`src/rtl/core/wfpd_pkg.sv`:
```
// ----------------------------------------------------------------------------
// wfpd_pkg
// Shared widths, codes and control types of the wear filter peer-deviation
// block.
// ----------------------------------------------------------------------------
package wfpd_pkg;

  localparam int MAX_SENSORS = 16;
  localparam int FRAC_BITS   = 16;

  localparam int CMD_W      = 2;
  localparam int IDX_W      = 4;
  localparam int SAMPLE_W   = 16;
  localparam int MASK_W     = 16;
  localparam int DEV_W      = 17;
  localparam int STATUS_W   = 2;
  localparam int SCOUNT_W   = 5;
  localparam int GAIN_W     = 16;
  localparam int LIMIT_W    = 16;
  localparam int CFG_AW     = 2;
  localparam int CFG_DW     = 16;

  localparam int STORE_W    = SAMPLE_W + FRAC_BITS;
  localparam int PCNT_W     = 4;
  localparam int CCNT_W     = 2;
  localparam int PSUM_W     = STORE_W + PCNT_W;
  localparam int NUM_W      = PSUM_W + 4;
  localparam int DEN_W      = 5;
  localparam int QUO_W      = NUM_W - FRAC_BITS;
  localparam int DIV_STEPS  = QUO_W / 2;
  localparam int STEP_W     = $clog2(DIV_STEPS);
  localparam int PROD_W     = STORE_W + 1 + GAIN_W + 1;

  localparam logic [SCOUNT_W-1:0] RST_SENSOR_COUNT   = SCOUNT_W'(16);
  localparam logic [GAIN_W-1:0]   RST_FILTER_GAIN    = GAIN_W'(6554);
  localparam logic [LIMIT_W-1:0]  RST_ALARM_LIMIT    = LIMIT_W'(50);
  localparam logic [LIMIT_W-1:0]  RST_SLOWDOWN_LIMIT = LIMIT_W'(100);

  localparam logic [DEV_W-1:0] DEV_POS_MAX = DEV_W'(65535);
  localparam logic [DEV_W-1:0] DEV_NEG_MAG = DEV_W'(65536);

  typedef enum logic [CMD_W-1:0] {
    CMD_SAMPLE   = 2'd0,
    CMD_SENSOR   = 2'd1,
    CMD_CYLINDER = 2'd2
  } cmd_e_t;

  typedef enum logic [STATUS_W-1:0] {
    STAT_NORMAL   = 2'd0,
    STAT_ALARM    = 2'd1,
    STAT_SLOWDOWN = 2'd2
  } status_e_t;

  typedef enum logic [CFG_AW-1:0] {
    CFG_SENSOR_COUNT   = 2'd0,
    CFG_FILTER_GAIN    = 2'd1,
    CFG_ALARM_LIMIT    = 2'd2,
    CFG_SLOWDOWN_LIMIT = 2'd3
  } cfg_reg_t;

  typedef enum logic [9:0] {
    ST_IDLE  = 10'b00_0000_0001,
    ST_SRD   = 10'b00_0000_0010,
    ST_SMUL  = 10'b00_0000_0100,
    ST_SWR   = 10'b00_0000_1000,
    ST_WALK  = 10'b00_0001_0000,
    ST_DRAIN = 10'b00_0010_0000,
    ST_PREP  = 10'b00_0100_0000,
    ST_ROUND = 10'b00_1000_0000,
    ST_DIV   = 10'b01_0000_0000,
    ST_EMIT  = 10'b10_0000_0000
  } ctrl_state_t;

  typedef struct packed {
    logic load;
    logic rd_item;
    logic walk;
    logic sample_mul;
    logic sample_wr;
    logic prep;
    logic round;
    logic div_step;
    logic emit;
  } dp_cmd_t;

  typedef struct packed {
    logic walk_last;
    logic div_last;
  } dp_stat_t;

  typedef struct packed {
    logic signed [DEV_W-1:0] deviation;
    logic [STATUS_W-1:0]     status;
    logic                    degenerate;
  } result_t;

endpackage

```
`src/rtl/core/wfpd_if.sv`:
```
// ----------------------------------------------------------------------------
// wfpd_if
// Valid/ready channels of the wear filter: command beats in, result beats out.
// ----------------------------------------------------------------------------
interface wfpd_in_if import wfpd_pkg::*; ();
  logic                       valid;
  logic                       ready;
  logic [CMD_W-1:0]           command;
  logic [IDX_W-1:0]           index;
  logic signed [SAMPLE_W-1:0] sample;
  logic [MASK_W-1:0]          valid_mask;

  modport source (output valid, command, index, sample, valid_mask, input ready);
  modport sink   (input valid, command, index, sample, valid_mask, output ready);
endinterface

interface wfpd_out_if import wfpd_pkg::*; ();
  logic                    valid;
  logic                    ready;
  logic signed [DEV_W-1:0] deviation;
  logic [STATUS_W-1:0]     status;
  logic                    degenerate;

  modport source (output valid, deviation, status, degenerate, input ready);
  modport sink   (input valid, deviation, status, degenerate, output ready);
endinterface

```
`src/rtl/core/wfpd_ctrl.sv`:
```
// ----------------------------------------------------------------------------
// wfpd_ctrl
// Sequencer: accepts a beat, steps the datapath through sample update or
// store walk, mean, rounding divide and result hand-off.
// ----------------------------------------------------------------------------
module wfpd_ctrl import wfpd_pkg::*; (
  input  logic             clk,
  input  logic             rst_n,
  input  logic             in_valid,
  input  logic [CMD_W-1:0] in_command,
  output logic             in_ready,
  input  logic             slot_free,
  input  dp_stat_t         stat,
  output dp_cmd_t          cmd
);

  ctrl_state_t state_r, state_nxt;

  always_ff @(posedge clk) begin
    if (!rst_n) begin
      state_r <= ST_IDLE;
    end else begin
      state_r <= state_nxt;
    end
  end

  always_comb begin
    state_nxt = state_r;
    cmd       = '0;
    in_ready  = 1'b0;
    case (state_r)
      ST_IDLE: begin
        in_ready = 1'b1;
        if (in_valid) begin
          cmd.load = 1'b1;
          case (in_command)
            CMD_SAMPLE:   state_nxt = ST_SRD;
            CMD_SENSOR:   state_nxt = ST_WALK;
            CMD_CYLINDER: state_nxt = ST_WALK;
            default:      state_nxt = ST_IDLE;
          endcase
        end
      end
      ST_SRD: begin
        cmd.rd_item = 1'b1;
        state_nxt   = ST_SMUL;
      end
      ST_SMUL: begin
        cmd.sample_mul = 1'b1;
        state_nxt      = ST_SWR;
      end
      ST_SWR: begin
        cmd.sample_wr = 1'b1;
        state_nxt     = ST_IDLE;
      end
      ST_WALK: begin
        cmd.walk = 1'b1;
        if (stat.walk_last) begin
          state_nxt = ST_DRAIN;
        end
      end
      ST_DRAIN: begin
        state_nxt = ST_PREP;
      end
      ST_PREP: begin
        cmd.prep  = 1'b1;
        state_nxt = ST_ROUND;
      end
      ST_ROUND: begin
        cmd.round = 1'b1;
        state_nxt = ST_DIV;
      end
      ST_DIV: begin
        cmd.div_step = 1'b1;
        if (stat.div_last) begin
          state_nxt = ST_EMIT;
        end
      end
      ST_EMIT: begin
        if (slot_free) begin
          cmd.emit  = 1'b1;
          state_nxt = ST_IDLE;
        end
      end
      default: begin
        state_nxt = ST_IDLE;
      end
    endcase
  end

endmodule

```
`src/rtl/core/wfpd_datapath.sv`:
```
// ----------------------------------------------------------------------------
// wfpd_datapath
// Filtered store, sample filter update, peer/target accumulation, deviation
// numerator and rounding divider, saturation and classification.
// ----------------------------------------------------------------------------
module wfpd_datapath import wfpd_pkg::*; (
  input  logic                       clk,
  input  logic                       rst_n,
  input  dp_cmd_t                    cmd,
  input  logic [CMD_W-1:0]           in_command,
  input  logic [IDX_W-1:0]           in_index,
  input  logic signed [SAMPLE_W-1:0] in_sample,
  input  logic [MASK_W-1:0]          in_valid_mask,
  input  logic [SCOUNT_W-1:0]        sensor_count,
  input  logic [GAIN_W-1:0]          filter_gain,
  input  logic [LIMIT_W-1:0]         alarm_limit,
  input  logic [LIMIT_W-1:0]         slowdown_limit,
  output dp_stat_t                   stat,
  output result_t                    res
);

  // item
  logic [CMD_W-1:0]           cmd_r;
  logic [IDX_W-1:0]           idx_r;
  logic signed [SAMPLE_W-1:0] sample_r;
  logic [MASK_W-1:0]          mask_r;

  // store
  logic signed [STORE_W-1:0] mem [MAX_SENSORS];
  logic [MAX_SENSORS-1:0]    vld_r;
  logic signed [STORE_W-1:0] rd_data_r;
  logic [IDX_W-1:0]          rd_j_r;
  logic [IDX_W-1:0]          rd_addr;
  logic                      acc_en_r;
  logic [IDX_W-1:0]          wj_r;

  // sample update
  logic signed [STORE_W:0]   tgt_ext;
  logic signed [STORE_W:0]   old_ext;
  logic signed [STORE_W:0]   diff;
  logic signed [PROD_W-1:0]  prod_r;
  logic signed [PROD_W-1:0]  step_full;
  logic signed [STORE_W-1:0] new_val;

  // accumulation
  logic signed [STORE_W:0]  cyl_sum_r;
  logic [CCNT_W-1:0]        cyl_cnt_r;
  logic signed [PSUM_W-1:0] peer_sum_r;
  logic [PCNT_W-1:0]        peer_cnt_r;
  logic [SCOUNT_W-1:0]      n_live;
  logic [SCOUNT_W-1:0]      j5;
  logic [SCOUNT_W-1:0]      fore5;
  logic [SCOUNT_W-1:0]      aft5;
  logic                     is_sensor;
  logic                     is_tgt;
  logic                     j_valid;
  logic                     tgt_add;
  logic                     peer_add;

  // numerator and divider
  logic signed [NUM_W-1:0] cyl_ext;
  logic signed [NUM_W-1:0] peer_ext;
  logic signed [NUM_W-1:0] lhs;
  logic signed [NUM_W-1:0] rhs;
  logic signed [NUM_W-1:0] num_r;
  logic [DEN_W-1:0]        den_nxt;
  logic [DEN_W-1:0]        den_r;
  logic                    range_bad;
  logic                    degen_r;
  logic                    neg_r;
  logic [NUM_W-1:0]        mag;
  logic [NUM_W-1:0]        biased;
  logic [QUO_W-1:0]        quo_r;
  logic [DEN_W-1:0]        rem_r;
  logic [STEP_W-1:0]       step_r;
  logic [DEN_W:0]          dd;
  logic [DEN_W:0]          r1;
  logic [DEN_W:0]          r1s;
  logic [DEN_W:0]          r2;
  logic [DEN_W:0]          r2s;
  logic                    ge1;
  logic                    ge2;

  // result
  logic             sat;
  logic [DEV_W-1:0] dev_mag;
  logic [DEV_W-1:0] dev_val;

  assign rd_addr = cmd.walk ? wj_r : idx_r;

  always_ff @(posedge clk) begin
    if (cmd.load) begin
      cmd_r    <= in_command;
      idx_r    <= in_index;
      sample_r <= in_sample;
      mask_r   <= in_valid_mask;
    end
  end

  // store: one write and one registered read per cycle
  always_ff @(posedge clk) begin
    if (cmd.sample_wr) begin
      mem[idx_r] <= new_val;
    end
    if (cmd.walk || cmd.rd_item) begin
      rd_data_r <= vld_r[rd_addr] ? mem[rd_addr] : '0;
      rd_j_r    <= rd_addr;
    end
  end

  always_ff @(posedge clk) begin
    if (!rst_n) begin
      vld_r    <= '0;
      acc_en_r <= 1'b0;
    end else begin
      acc_en_r <= cmd.walk;
      if (cmd.sample_wr) begin
        vld_r[idx_r] <= 1'b1;
      end
    end
  end

  // sample filter: old + floor((new - old) * gain / 2^16)
  assign tgt_ext   = {sample_r[SAMPLE_W-1], sample_r, {FRAC_BITS{1'b0}}};
  assign old_ext   = {rd_data_r[STORE_W-1], rd_data_r};
  assign diff      = tgt_ext - old_ext;
  assign step_full = prod_r >>> GAIN_W;
  assign new_val   = rd_data_r + step_full[STORE_W-1:0];

  always_ff @(posedge clk) begin
    if (cmd.sample_mul) begin
      prod_r <= PROD_W'(diff) * PROD_W'($signed({1'b0, filter_gain}));
    end
  end

  // walk and accumulate
  assign n_live    = (sensor_count > SCOUNT_W'(MAX_SENSORS)) ?
                     SCOUNT_W'(MAX_SENSORS) : sensor_count;
  assign j5        = {1'b0, rd_j_r};
  assign fore5     = {idx_r, 1'b0};
  assign aft5      = {idx_r, 1'b1};
  assign is_sensor = (cmd_r == CMD_SENSOR);
  assign is_tgt    = is_sensor ? (j5 == {1'b0, idx_r}) : ((j5 == fore5) || (j5 == aft5));
  assign j_valid   = mask_r[rd_j_r];
  assign tgt_add   = is_tgt && (is_sensor || j_valid);
  assign peer_add  = (j5 < n_live) && j_valid && !is_tgt;

  always_ff @(posedge clk) begin
    if (cmd.load) begin
      wj_r       <= '0;
      cyl_sum_r  <= '0;
      cyl_cnt_r  <= '0;
      peer_sum_r <= '0;
      peer_cnt_r <= '0;
    end else begin
      if (cmd.walk) begin
        wj_r <= wj_r + 1'b1;
      end
      if (acc_en_r && tgt_add) begin
        cyl_sum_r <= cyl_sum_r + (STORE_W+1)'(rd_data_r);
        cyl_cnt_r <= cyl_cnt_r + 1'b1;
      end
      if (acc_en_r && peer_add) begin
        peer_sum_r <= peer_sum_r + PSUM_W'(rd_data_r);
        peer_cnt_r <= peer_cnt_r + 1'b1;
      end
    end
  end

  assign stat.walk_last = (wj_r == IDX_W'(MAX_SENSORS - 1));

  // numerator: target_sum * peers - peer_sum * targets
  assign cyl_ext   = NUM_W'(cyl_sum_r);
  assign peer_ext  = NUM_W'(peer_sum_r);
  assign lhs       = cyl_ext * NUM_W'($signed({1'b0, peer_cnt_r}));
  assign rhs       = (cyl_cnt_r == CCNT_W'(2)) ? (peer_ext <<< 1) : peer_ext;
  assign den_nxt   = (cyl_cnt_r == CCNT_W'(2)) ? {peer_cnt_r, 1'b0} : {1'b0, peer_cnt_r};
  assign range_bad = is_sensor ? ({1'b0, idx_r} >= n_live) : (aft5 >= n_live);

  always_ff @(posedge clk) begin
    if (cmd.prep) begin
      num_r   <= lhs - rhs;
      den_r   <= den_nxt;
      degen_r <= range_bad || (cyl_cnt_r == '0) || (peer_cnt_r == '0);
    end
  end

  // round half away: floor((|num| + den*2^(F-1)) / 2^F) / den
  assign mag    = num_r[NUM_W-1] ? NUM_W'(-num_r) : NUM_W'(num_r);
  assign biased = mag + (NUM_W'(den_r) << (FRAC_BITS - 1));

  // two quotient bits per cycle
  assign dd  = {1'b0, den_r};
  assign r1  = {rem_r, quo_r[QUO_W-1]};
  assign ge1 = (r1 >= dd);
  assign r1s = ge1 ? (r1 - dd) : r1;
  assign r2  = {r1s[DEN_W-1:0], quo_r[QUO_W-2]};
  assign ge2 = (r2 >= dd);
  assign r2s = ge2 ? (r2 - dd) : r2;

  always_ff @(posedge clk) begin
    if (cmd.round) begin
      neg_r  <= num_r[NUM_W-1];
      quo_r  <= biased[NUM_W-1:FRAC_BITS];
      rem_r  <= '0;
      step_r <= '0;
    end else if (cmd.div_step) begin
      quo_r  <= {quo_r[QUO_W-3:0], ge1, ge2};
      rem_r  <= r2s[DEN_W-1:0];
      step_r <= step_r + 1'b1;
    end
  end

  assign stat.div_last = (step_r == STEP_W'(DIV_STEPS - 1));

  // saturate and classify
  always_comb begin
    if (neg_r) begin
      sat     = (quo_r > QUO_W'(DEV_NEG_MAG));
      dev_mag = sat ? DEV_NEG_MAG : quo_r[DEV_W-1:0];
      dev_val = DEV_W'(-dev_mag);
    end else begin
      sat     = (quo_r > QUO_W'(DEV_POS_MAX));
      dev_mag = sat ? DEV_POS_MAX : quo_r[DEV_W-1:0];
      dev_val = dev_mag;
    end
    if (degen_r) begin
      res.deviation  = '0;
      res.status     = STAT_NORMAL;
      res.degenerate = 1'b1;
    end else begin
      res.deviation  = $signed(dev_val);
      res.degenerate = 1'b0;
      if (dev_mag >= {1'b0, slowdown_limit}) begin
        res.status = STAT_SLOWDOWN;
      end else if (dev_mag >= {1'b0, alarm_limit}) begin
        res.status = STAT_ALARM;
      end else begin
        res.status = STAT_NORMAL;
      end
    end
  end

endmodule

```
`src/rtl/core/wear_filter_peer_deviation.sv`:
```
// ----------------------------------------------------------------------------
// wear_filter_peer_deviation
// Per-sensor filtered wear with peer-deviation queries.
//
// in_bus carries command beats: a sample beat updates one sensor's filtered
// value and returns nothing; a sensor or cylinder query beat returns one
// beat on out_bus with the rounded deviation, its status and a degenerate
// flag. Command code 3 is dropped without a result.
// cfg_we/cfg_index/cfg_wdata write the four settings; the user must do so
// only while the block is idle, which the block itself does not enforce.
// A query beat walks the store through its single read port, forms and
// biases the numerator, runs the rounding divider at two quotient bits a
// cycle and loads the output register. The next beat is taken once the
// previous one is through; a result parked in the output register does not
// hold off the next accept, only the next result.
// Reset clears the store (every sensor reads zero), restores the default
// settings and empties the output register. While out_bus is stalled a
// finished query holds in its final step until the register frees up.
// ----------------------------------------------------------------------------
module wear_filter_peer_deviation import wfpd_pkg::*; (
  input  logic              clk,
  input  logic              rst_n,
  wfpd_in_if.sink           in_bus,
  wfpd_out_if.source        out_bus,
  input  logic              cfg_we,
  input  logic [CFG_AW-1:0] cfg_index,
  input  logic [CFG_DW-1:0] cfg_wdata
);

  logic [SCOUNT_W-1:0] sensor_count_r;
  logic [GAIN_W-1:0]   filter_gain_r;
  logic [LIMIT_W-1:0]  alarm_limit_r;
  logic [LIMIT_W-1:0]  slowdown_limit_r;

  dp_cmd_t  cmd;
  dp_stat_t stat;
  result_t  res;
  result_t  out_r;
  logic     out_valid_r;
  logic     slot_free;

  always_ff @(posedge clk) begin
    if (!rst_n) begin
      sensor_count_r   <= RST_SENSOR_COUNT;
      filter_gain_r    <= RST_FILTER_GAIN;
      alarm_limit_r    <= RST_ALARM_LIMIT;
      slowdown_limit_r <= RST_SLOWDOWN_LIMIT;
    end else if (cfg_we) begin
      case (cfg_index)
        CFG_SENSOR_COUNT:   sensor_count_r   <= cfg_wdata[SCOUNT_W-1:0];
        CFG_FILTER_GAIN:    filter_gain_r    <= cfg_wdata[GAIN_W-1:0];
        CFG_ALARM_LIMIT:    alarm_limit_r    <= cfg_wdata[LIMIT_W-1:0];
        CFG_SLOWDOWN_LIMIT: slowdown_limit_r <= cfg_wdata[LIMIT_W-1:0];
        default: ;
      endcase
    end
  end

  assign slot_free = !out_valid_r || out_bus.ready;

  wfpd_ctrl u_ctrl (
    .clk        (clk),
    .rst_n      (rst_n),
    .in_valid   (in_bus.valid),
    .in_command (in_bus.command),
    .in_ready   (in_bus.ready),
    .slot_free  (slot_free),
    .stat       (stat),
    .cmd        (cmd)
  );

  wfpd_datapath u_datapath (
    .clk            (clk),
    .rst_n          (rst_n),
    .cmd            (cmd),
    .in_command     (in_bus.command),
    .in_index       (in_bus.index),
    .in_sample      (in_bus.sample),
    .in_valid_mask  (in_bus.valid_mask),
    .sensor_count   (sensor_count_r),
    .filter_gain    (filter_gain_r),
    .alarm_limit    (alarm_limit_r),
    .slowdown_limit (slowdown_limit_r),
    .stat           (stat),
    .res            (res)
  );

  // output register: load on emit, drop when the beat is taken
  always_ff @(posedge clk) begin
    if (!rst_n) begin
      out_valid_r <= 1'b0;
    end else if (cmd.emit) begin
      out_valid_r <= 1'b1;
    end else if (out_bus.ready) begin
      out_valid_r <= 1'b0;
    end
  end

  always_ff @(posedge clk) begin
    if (cmd.emit) begin
      out_r <= res;
    end
  end

  assign out_bus.valid      = out_valid_r;
  assign out_bus.deviation  = out_r.deviation;
  assign out_bus.status     = out_r.status;
  assign out_bus.degenerate = out_r.degenerate;

endmodule
```
`src/flat_wrapper.sv`:
```
// flat-port wrapper written by rule: the top's interface ports become plain ports
module wear_filter_peer_deviation_flat import wfpd_pkg::*;
  (clk, rst_n, cfg_we, cfg_index, cfg_wdata, in_bus_valid, in_bus_command, in_bus_index, in_bus_sample, in_bus_valid_mask, in_bus_ready, out_bus_valid, out_bus_deviation, out_bus_status, out_bus_degenerate, out_bus_ready);
  wfpd_in_if in_bus_i ();
  wfpd_out_if out_bus_i ();
  input  logic clk;
  input  logic rst_n;
  input  logic cfg_we;
  input  logic [CFG_AW-1:0] cfg_index;
  input  logic [CFG_DW-1:0] cfg_wdata;
  input wire logic [$bits(in_bus_i.valid)-1:0] in_bus_valid;
  input wire logic [$bits(in_bus_i.command)-1:0] in_bus_command;
  input wire logic [$bits(in_bus_i.index)-1:0] in_bus_index;
  input wire logic [$bits(in_bus_i.sample)-1:0] in_bus_sample;
  input wire logic [$bits(in_bus_i.valid_mask)-1:0] in_bus_valid_mask;
  output wire logic [$bits(in_bus_i.ready)-1:0] in_bus_ready;
  output wire logic [$bits(out_bus_i.valid)-1:0] out_bus_valid;
  output wire logic [$bits(out_bus_i.deviation)-1:0] out_bus_deviation;
  output wire logic [$bits(out_bus_i.status)-1:0] out_bus_status;
  output wire logic [$bits(out_bus_i.degenerate)-1:0] out_bus_degenerate;
  input wire logic [$bits(out_bus_i.ready)-1:0] out_bus_ready;
  assign in_bus_i.valid = in_bus_valid;
  assign in_bus_i.command = in_bus_command;
  assign in_bus_i.index = in_bus_index;
  assign in_bus_i.sample = in_bus_sample;
  assign in_bus_i.valid_mask = in_bus_valid_mask;
  assign in_bus_ready = in_bus_i.ready;
  assign out_bus_valid = out_bus_i.valid;
  assign out_bus_deviation = out_bus_i.deviation;
  assign out_bus_status = out_bus_i.status;
  assign out_bus_degenerate = out_bus_i.degenerate;
  assign out_bus_i.ready = out_bus_ready;
  wear_filter_peer_deviation u_core (.clk(clk), .rst_n(rst_n), .in_bus(in_bus_i), .out_bus(out_bus_i), .cfg_we(cfg_we), .cfg_index(cfg_index), .cfg_wdata(cfg_wdata));
endmodule
```
`config.mk`:
```
export PLATFORM = sky130hd
export DESIGN_NAME = wear_filter_peer_deviation_flat
export DESIGN_NICKNAME = d
export VERILOG_FILES = /design/src/rtl/core/wfpd_pkg.sv /design/src/rtl/core/wfpd_if.sv /design/src/rtl/core/wfpd_ctrl.sv /design/src/rtl/core/wfpd_datapath.sv /design/src/rtl/core/wear_filter_peer_deviation.sv /design/src/flat_wrapper.sv
export SDC_FILE = /design/constraint.sdc
export NUM_CORES = 2
export LEC_CHECK = 0
export ABC_AREA = 1
export BUFFER_PORTS_ARGS = -buffer_cell sky130_fd_sc_hd__buf_2
export CAP_MARGIN = 30
export CORE_ASPECT_RATIO = 0.8
export CORE_UTILIZATION = 35
export DETAILED_ROUTE_END_ITERATION = 6
export PLACE_DENSITY = 0.48
export SETUP_SLACK_MARGIN = 0.05
export SLEW_MARGIN = 30
export SYNTH_ARGS = -nofsm -noshare
export SYNTH_HDL_FRONTEND = slang
export SYNTH_SLANG_ARGS = --single-unit
```
`constraint.sdc`:
```
create_clock -name clk -period 7.36 [get_ports clk]
set_input_delay 0 -clock clk [delete_from_list [all_inputs] [get_ports clk]]
set_output_delay 0 -clock clk [all_outputs]
set_load 0.02 [all_outputs]
```
# Yosys cells after proc, flatten, opt, wreduce, memory -nomap -nowiden
# Memory sizes are Yosys's and may differ from the RTL's. A register that Yosys moved wholly into a read port is not among the register bits.
# Index checks and enable logic that the tools add are counted.
[word_totals] register_bits=350 ramBits=512 inputBits=61 out_inout_bits=22 elab_cells=164 memories=1
[op_classes] addsub=14 multipliers=2 n_lt_le_gt_ge=14 eq_ne=26 mux=46 n_bitwise=1 reduce_logical=28
[mem_list] name="u_core.u_datapath.mem" words=16 width=32 rd=1 rd_clocked_by_memory_dff=1 wr=1 line="wfpd_datapath.sv:29" rtl="logic signed [STORE_W-1:0] mem [MAX_SENSORS];"
[op_table] cell="one-hot mux 10 bit (9 select lines)" count=1
[op_table] cell="two-way mux 17 bit" count=4
[op_table] cell="multiplier 33 x 17 -> 48 bit" count=1
[op_table] cell="two-way mux 24 bit" count=2
[op_table] cell="adder 40 x 20 -> 40 bit" count=1
[op_table] cell="two-way mux 10 bit" count=4
[op_table] cell="two-way mux 40 bit" count=1
[op_table] cell="negator 40 bit" count=1
[op_table] cell="subtractor 38 x 37 -> 39 bit" count=1
[op_table] cell="multiplier 33 x 5 -> 38 bit" count=1
[op_table] cell="adder 36 x 32 -> 36 bit" count=1
[op_table] cell="two-way mux 36 bit" count=1
[op_table] cell=">= comparator 17 x 16 -> 1 bit" count=2
[op_table] cell="adder 33 x 32 -> 33 bit" count=1
[op_table] cell="subtractor 32 x 32 -> 33 bit" count=1
[op_table] cell="adder 32 bit" count=1
[op_table] cell="> comparator 24 x 16 -> 1 bit (second input constant)" count=1
[op_table] cell="> comparator 24 x 17 -> 1 bit (second input constant)" count=1
[op_table] cell="two-way mux 1 bit" count=23
[op_table] cell="negator 17 bit" count=1
[op_table] cell="bitwise OR 16 bit" count=1
[op_table] cell="less-than comparator 4 x 5 -> 1 bit (second input constant)" count=3
[op_table] cell="two-way mux 5 bit" count=3
[op_table] cell="adder 4 x 1 -> 4 bit (second input constant)" count=3
[op_table] cell="39 further kinds" count=71

# Depth between registers and ports, before layout
[logic_depth] word_depth=6 depth_mapped=39 ltp_nobuf=39

# By module
# A second synthesis with hierarchy kept.
[unflattened] cells_unflattened=8031 area_unflattened_um2=69694.3
[by_module_without_submodules] module="wfpd_datapath" instances=1 cells_each=7561 area_per_inst_um2=66013.3 seq_area_each_um2=22761.8
[by_module_without_submodules] module="wear_filter_peer_deviation" instances=1 cells_each=342 area_per_inst_um2=2826.5 seq_area_each_um2=1681.6
[by_module_without_submodules] module="wfpd_ctrl" instances=1 cells_each=128 area_per_inst_um2=854.6 seq_area_each_um2=200.2

# Worst setup path after synthesis
# No wires, ideal clock.
[synth_path] path_kind="register to register" from="register u_core.u_datapath.rd_data_r[1] (read register of u_core.u_datapath.mem)" to="register u_core.u_datapath.prod_r[43] (data pin)" setup_time_ns=0.265 arrival_ns=6.965 required_time_ns=7.095 setup_slack_ns=0.131 stages_incl_launch_ff=33 n_path_buf=1 period_less_slack_ns=7.229 cell_sequence="edfxtp_1 > inv_1 > ha_1 > nand4_1 > nor2_1 > nand3_2 > nor2_1 > nand2_1 > o21ai_1 > a21oi_1 > xor2_1 > clkbuf_1 > nor2_1 > fa_1 > inv_1 > fa_1 > fa_1 > inv_1 > fa_1 > fa_1 > inv_1 > fa_1 > inv_1 > ha_1 > nand2_1 > nor2_1 > inv_1 > nor2_1 > inv_1 > nor3_1 > nand2_1 > o211ai_1 > xor2_1"
[synth_between] elab_chain_cells=2
[synth_rtl] item="from (decl)" line="wfpd_datapath.sv:31" rtl="logic signed [STORE_W-1:0] rd_data_r;"
[synth_rtl] item="subtractor 32 x 32 -> 33 bit" line="wfpd_datapath.sv:126" rtl="assign diff = tgt_ext - old_ext;"
[synth_rtl] item="multiplier 33 x 17 -> 48 bit" line="wfpd_datapath.sv:132" rtl="prod_r <= PROD_W'(diff) * PROD_W'($signed({1'b0, filter_gain}));"
[synth_rtl] item="to (signal assigned)" line="wfpd_datapath.sv:132"
[synth_rtl] item="to (decl)" line="wfpd_datapath.sv:41" rtl="logic signed [PROD_W-1:0] prod_r;"
# No other way between the ends.
# A chain may end at the register's enable or synchronous reset.

# Worst setup path after layout
# Ends and elaborated chain as after synthesis.

==> reports/metrics.yaml <==
timing:
  fin_skew_ns: 0.0444
  worst_pin_slew_ns: 1.09
  setup_violations: 0
  fin_crit_sh_pct: 99.7
  finalMaxSlewViolations: 0
  hold_ws_ns: 0.0745
  clock.fmax_mhz: 136
  rsz0062_at_grt: "yes"
  finalCriticalPeriod_ns: 7.34
  relSlewSlack_pct: 27.2
  hold_viol_final: 0
  tns_ns: 0
final_layout:
  fin_area_mm2: 0.0827
  final_common_cell: "inv_1"
  final_core_util_pct: 42.7
  num-fill-cells: 19100
  nets: 9447
  drive_gt1_share_pct: 17.2
  most-common-layout-cells: "inv_1, nand2_1, nor2_1"
  syn_to_final_growth_pct: 20.6
run_status:
  outcome: "finished, final reports clean"
route:
  drt.antenna.violating_nets: 0
  drc: 0
  routed_wl_mm: 237
  drt_pass1_iterations: 6
  detail_route.wl_per_cell_um: 21.4
  vias_per_cell: 5.05
  vias: 55800
  drt_iter0_drc: 4486
global_route:
  use_met3_pct: 3.25
  antenna_found_initial: 5
  grt_pass1_wl_mm: 355
  overflow: 0
  grt_pass1_vias: 55100
  grt.total_usage_pct: 23.8
  grt-busiest-layer: "met2"
  grt_max_degree: 176
  grtUsageMet2_pct: 36.7
  gr-usage-met1_pct: 35.5
synthesis:
  synth_area_leaders: "edfxtp_1, fa_1, inv_1"
  postSynth.asyncResetShare_pct: 0
  synth_cell_type_count: 56
  ys.flop_type: "edfxtp_1"
  ys_ff_latch: 877
  synthCells: 7771
  avgSynthCellArea_um2: 8.83
  synth_area_mm2: 0.0686
  syn_nets: 8798
  yosys_warnings: 0
  synth_top_area_share_pct: 31.0
  synth_edf_count: 708
  ys_seq_area_share_pct: 35.9
  synth_area_leader_cell: "edfxtp_1"
cts:
  cts.reportedPaths.clkPinSlew_ns: 0.07
  worstSkewPairLatency_ns: 0.74
  root_buffer: "clkbuf_16"
  cts.sinks: 877
  clock_path_buffers: 3
  h-tree-depth: 3
  cts_tree: "yes"
  cts_buffers: 93
placed_design:
  numPortBuffers: 82
  postPlaceCellArea_mm2: 0.0756
  gp_congestion: 0.941
  hpwlAfterDp_mm: 177
worst_setup_path:
  end_kind: "flip-flop"
  critPathMaxStageDelay_ns: 0.63
  critPathLaunchType: "flip-flop"
  crit_required_ns: 7.82
  rr_startpoint: "u_core.u_datapath.rd_data_r[1]"
  critPathMostFrequentCell: "buf_4"
  rrSetupSlack_ns: 0.02
  worstPathMaxFanout: 9
  slowest_stage: "fa_2"
  crit_arrival_ns: 7.80
  criticalPathCategory: "reg -> reg"
  critical_path.reg2reg.endpoint: "u_core.u_datapath.prod_r[43]"
  rr_worst_depth: 33
flow_run:
  max_cap_violations: 0
hold_path:
  hold_start: "in_bus_sample[5]"
  min_to: "u_core.u_datapath.sample_r[5]"
  hold_path_depth: 2
  worst_hold_path_type: "in -> reg"
floorplan:
  io_pins: 83
  dieArea_mm2: 0.198
  start_util_pct: 35.4
  fp.dieW_um: 497
  num_rows: 144
  dieHeight_um: 398
  core_area_mm2: 0.194
-- cell usage after synthesis (59+ instances only) --
master and count:
inv_1 1370, nand2_1 1303, nor2_1 800, edfxtp_1 708
fa_1 595, o21ai_0 479, a21oi_1 376, ha_1 371
nand3_1 316, o211ai_1 260, clkbuf_1 194, dfxtp_1 169
or2_2 151, xor2_1 124, xnor2_1 83, nand4_1 59
-- sequential cells by signal, summed over array words and instances, names as in the netlist, 5 cells and up --
signal / cells
u_core.u_datapath.sample_r: 16
u_core.u_datapath.mask_r: 16
u_core.u_datapath.mem: 512
u_core.sensor_count_r: 5
u_core.u_datapath.rd_data_r: 32
u_core.u_datapath.cyl_sum_r: 33
u_core.u_datapath.num_r: 39
u_core.alarm_limit_r: 16
u_core.filter_gain_r: 16
u_core.u_datapath.den_r: 5
u_core.u_datapath.peer_sum_r: 36
u_core.out_bus.deviation: 17
u_core.u_ctrl.state_r: 10
u_core.u_datapath.quo_r: 24
u_core.u_datapath.rem_r: 5
u_core.slowdown_limit_r: 16
u_core.u_datapath.prod_r: 32
u_core.u_datapath.vld_r: 16
-- how the worst max path moves through the flow --
stage | start | endpoint | slack, ns
6_report | u_core.u_datapath.rd_data_r[1] | u_core.u_datapath.prod_r[43] | 0.02
5_1_grt | u_core.u_datapath.rd_data_r[17] | u_core.u_datapath.prod_r[43] | -0.26
4_1_cts | u_core.u_datapath.rd_data_r[0] | u_core.u_datapath.prod_r[43] | -0.06
3_5_place_dp | u_core.u_datapath.rd_data_r[1] | u_core.u_datapath.prod_r[33] | -0.68
3_3_place_gp | u_core.u_datapath.rd_data_r[16] | u_core.u_datapath.prod_r[33] | -0.80
2_1_floorplan | u_core.u_datapath.rd_data_r[1] | u_core.u_datapath.prod_r[43] | 0.13
-- routing by layer --
layer	part of all wire, %	up-vias	routed length, um
met1	49	27600	115000
met5	0.0055	-	13
met2	44	1419	104000
li1	-	26600	-
met3	5.8	198	13700
met4	1.8	2	4260
-- stage by stage --
step | instances | setup slack, ns
3_5_place_dp | 10700 | -0.682
3_3_place_gp | 10700 | -0.802
4_1_cts | 11000 | -0.0553
5_1_grt | 11000 | -0.256
2_1_floorplan | 7771 | 0.131
6_report | 11100 | 0.0194
-- repair_timing --
item / CTS / global route
hold buffers: 106 / 0
pin swaps: 136 / 241
buffers inserted: 47 / 53
hold endpoints to repair: 140 / 0
endpoints found under the setup margin: 29 / 30
gates resized for setup: 267 / 315
-- cell type report --
cell class	instances	area, um^2	area share [%]
Antenna cell	4	10.0	0.0121
Clock buffer	120	2490	3.01
Clock inverter	49	523	0.632
Timing Repair Buffer	821	6650	8.04
Inverter	1385	5220	6.31
Tap cell	2555	3200	3.86
Multi-Input combinational cell	5242	40000	48.3
Sequential cell	877	24600	29.8
-- cells by family (layout without fill, tap and decap cells) --
kind of cell	count (synthesis)	in the layout	synth area share, %
AO/OA/AOI/OAI	1330	1330	11.4
flip-flops	877	877	35.9
XOR/XNOR	207	207	2.64
AND/OR/NAND/NOR	2739	2739	16.7
adder cells (fa/ha/maj)	966	966	24.1
buffers and inverters	1652	2375	9.23
other	0	4	0
-- worst max-delay path, delay by kind of cell (launching register included) --
kind | cells | cell delay, ns
simple gates | 8 | 0.95
fa+ha+maj | 7 | 3.41
buf+inv | 13 | 1.46
flops | 1 | 0.43
compound gates | 4 | 0.63
xor+xnor | 1 | 0.19
Power is left out: the tool's default activity adds up to more than one toggle a clock period on the data nets, which glitch-free logic cannot reach.
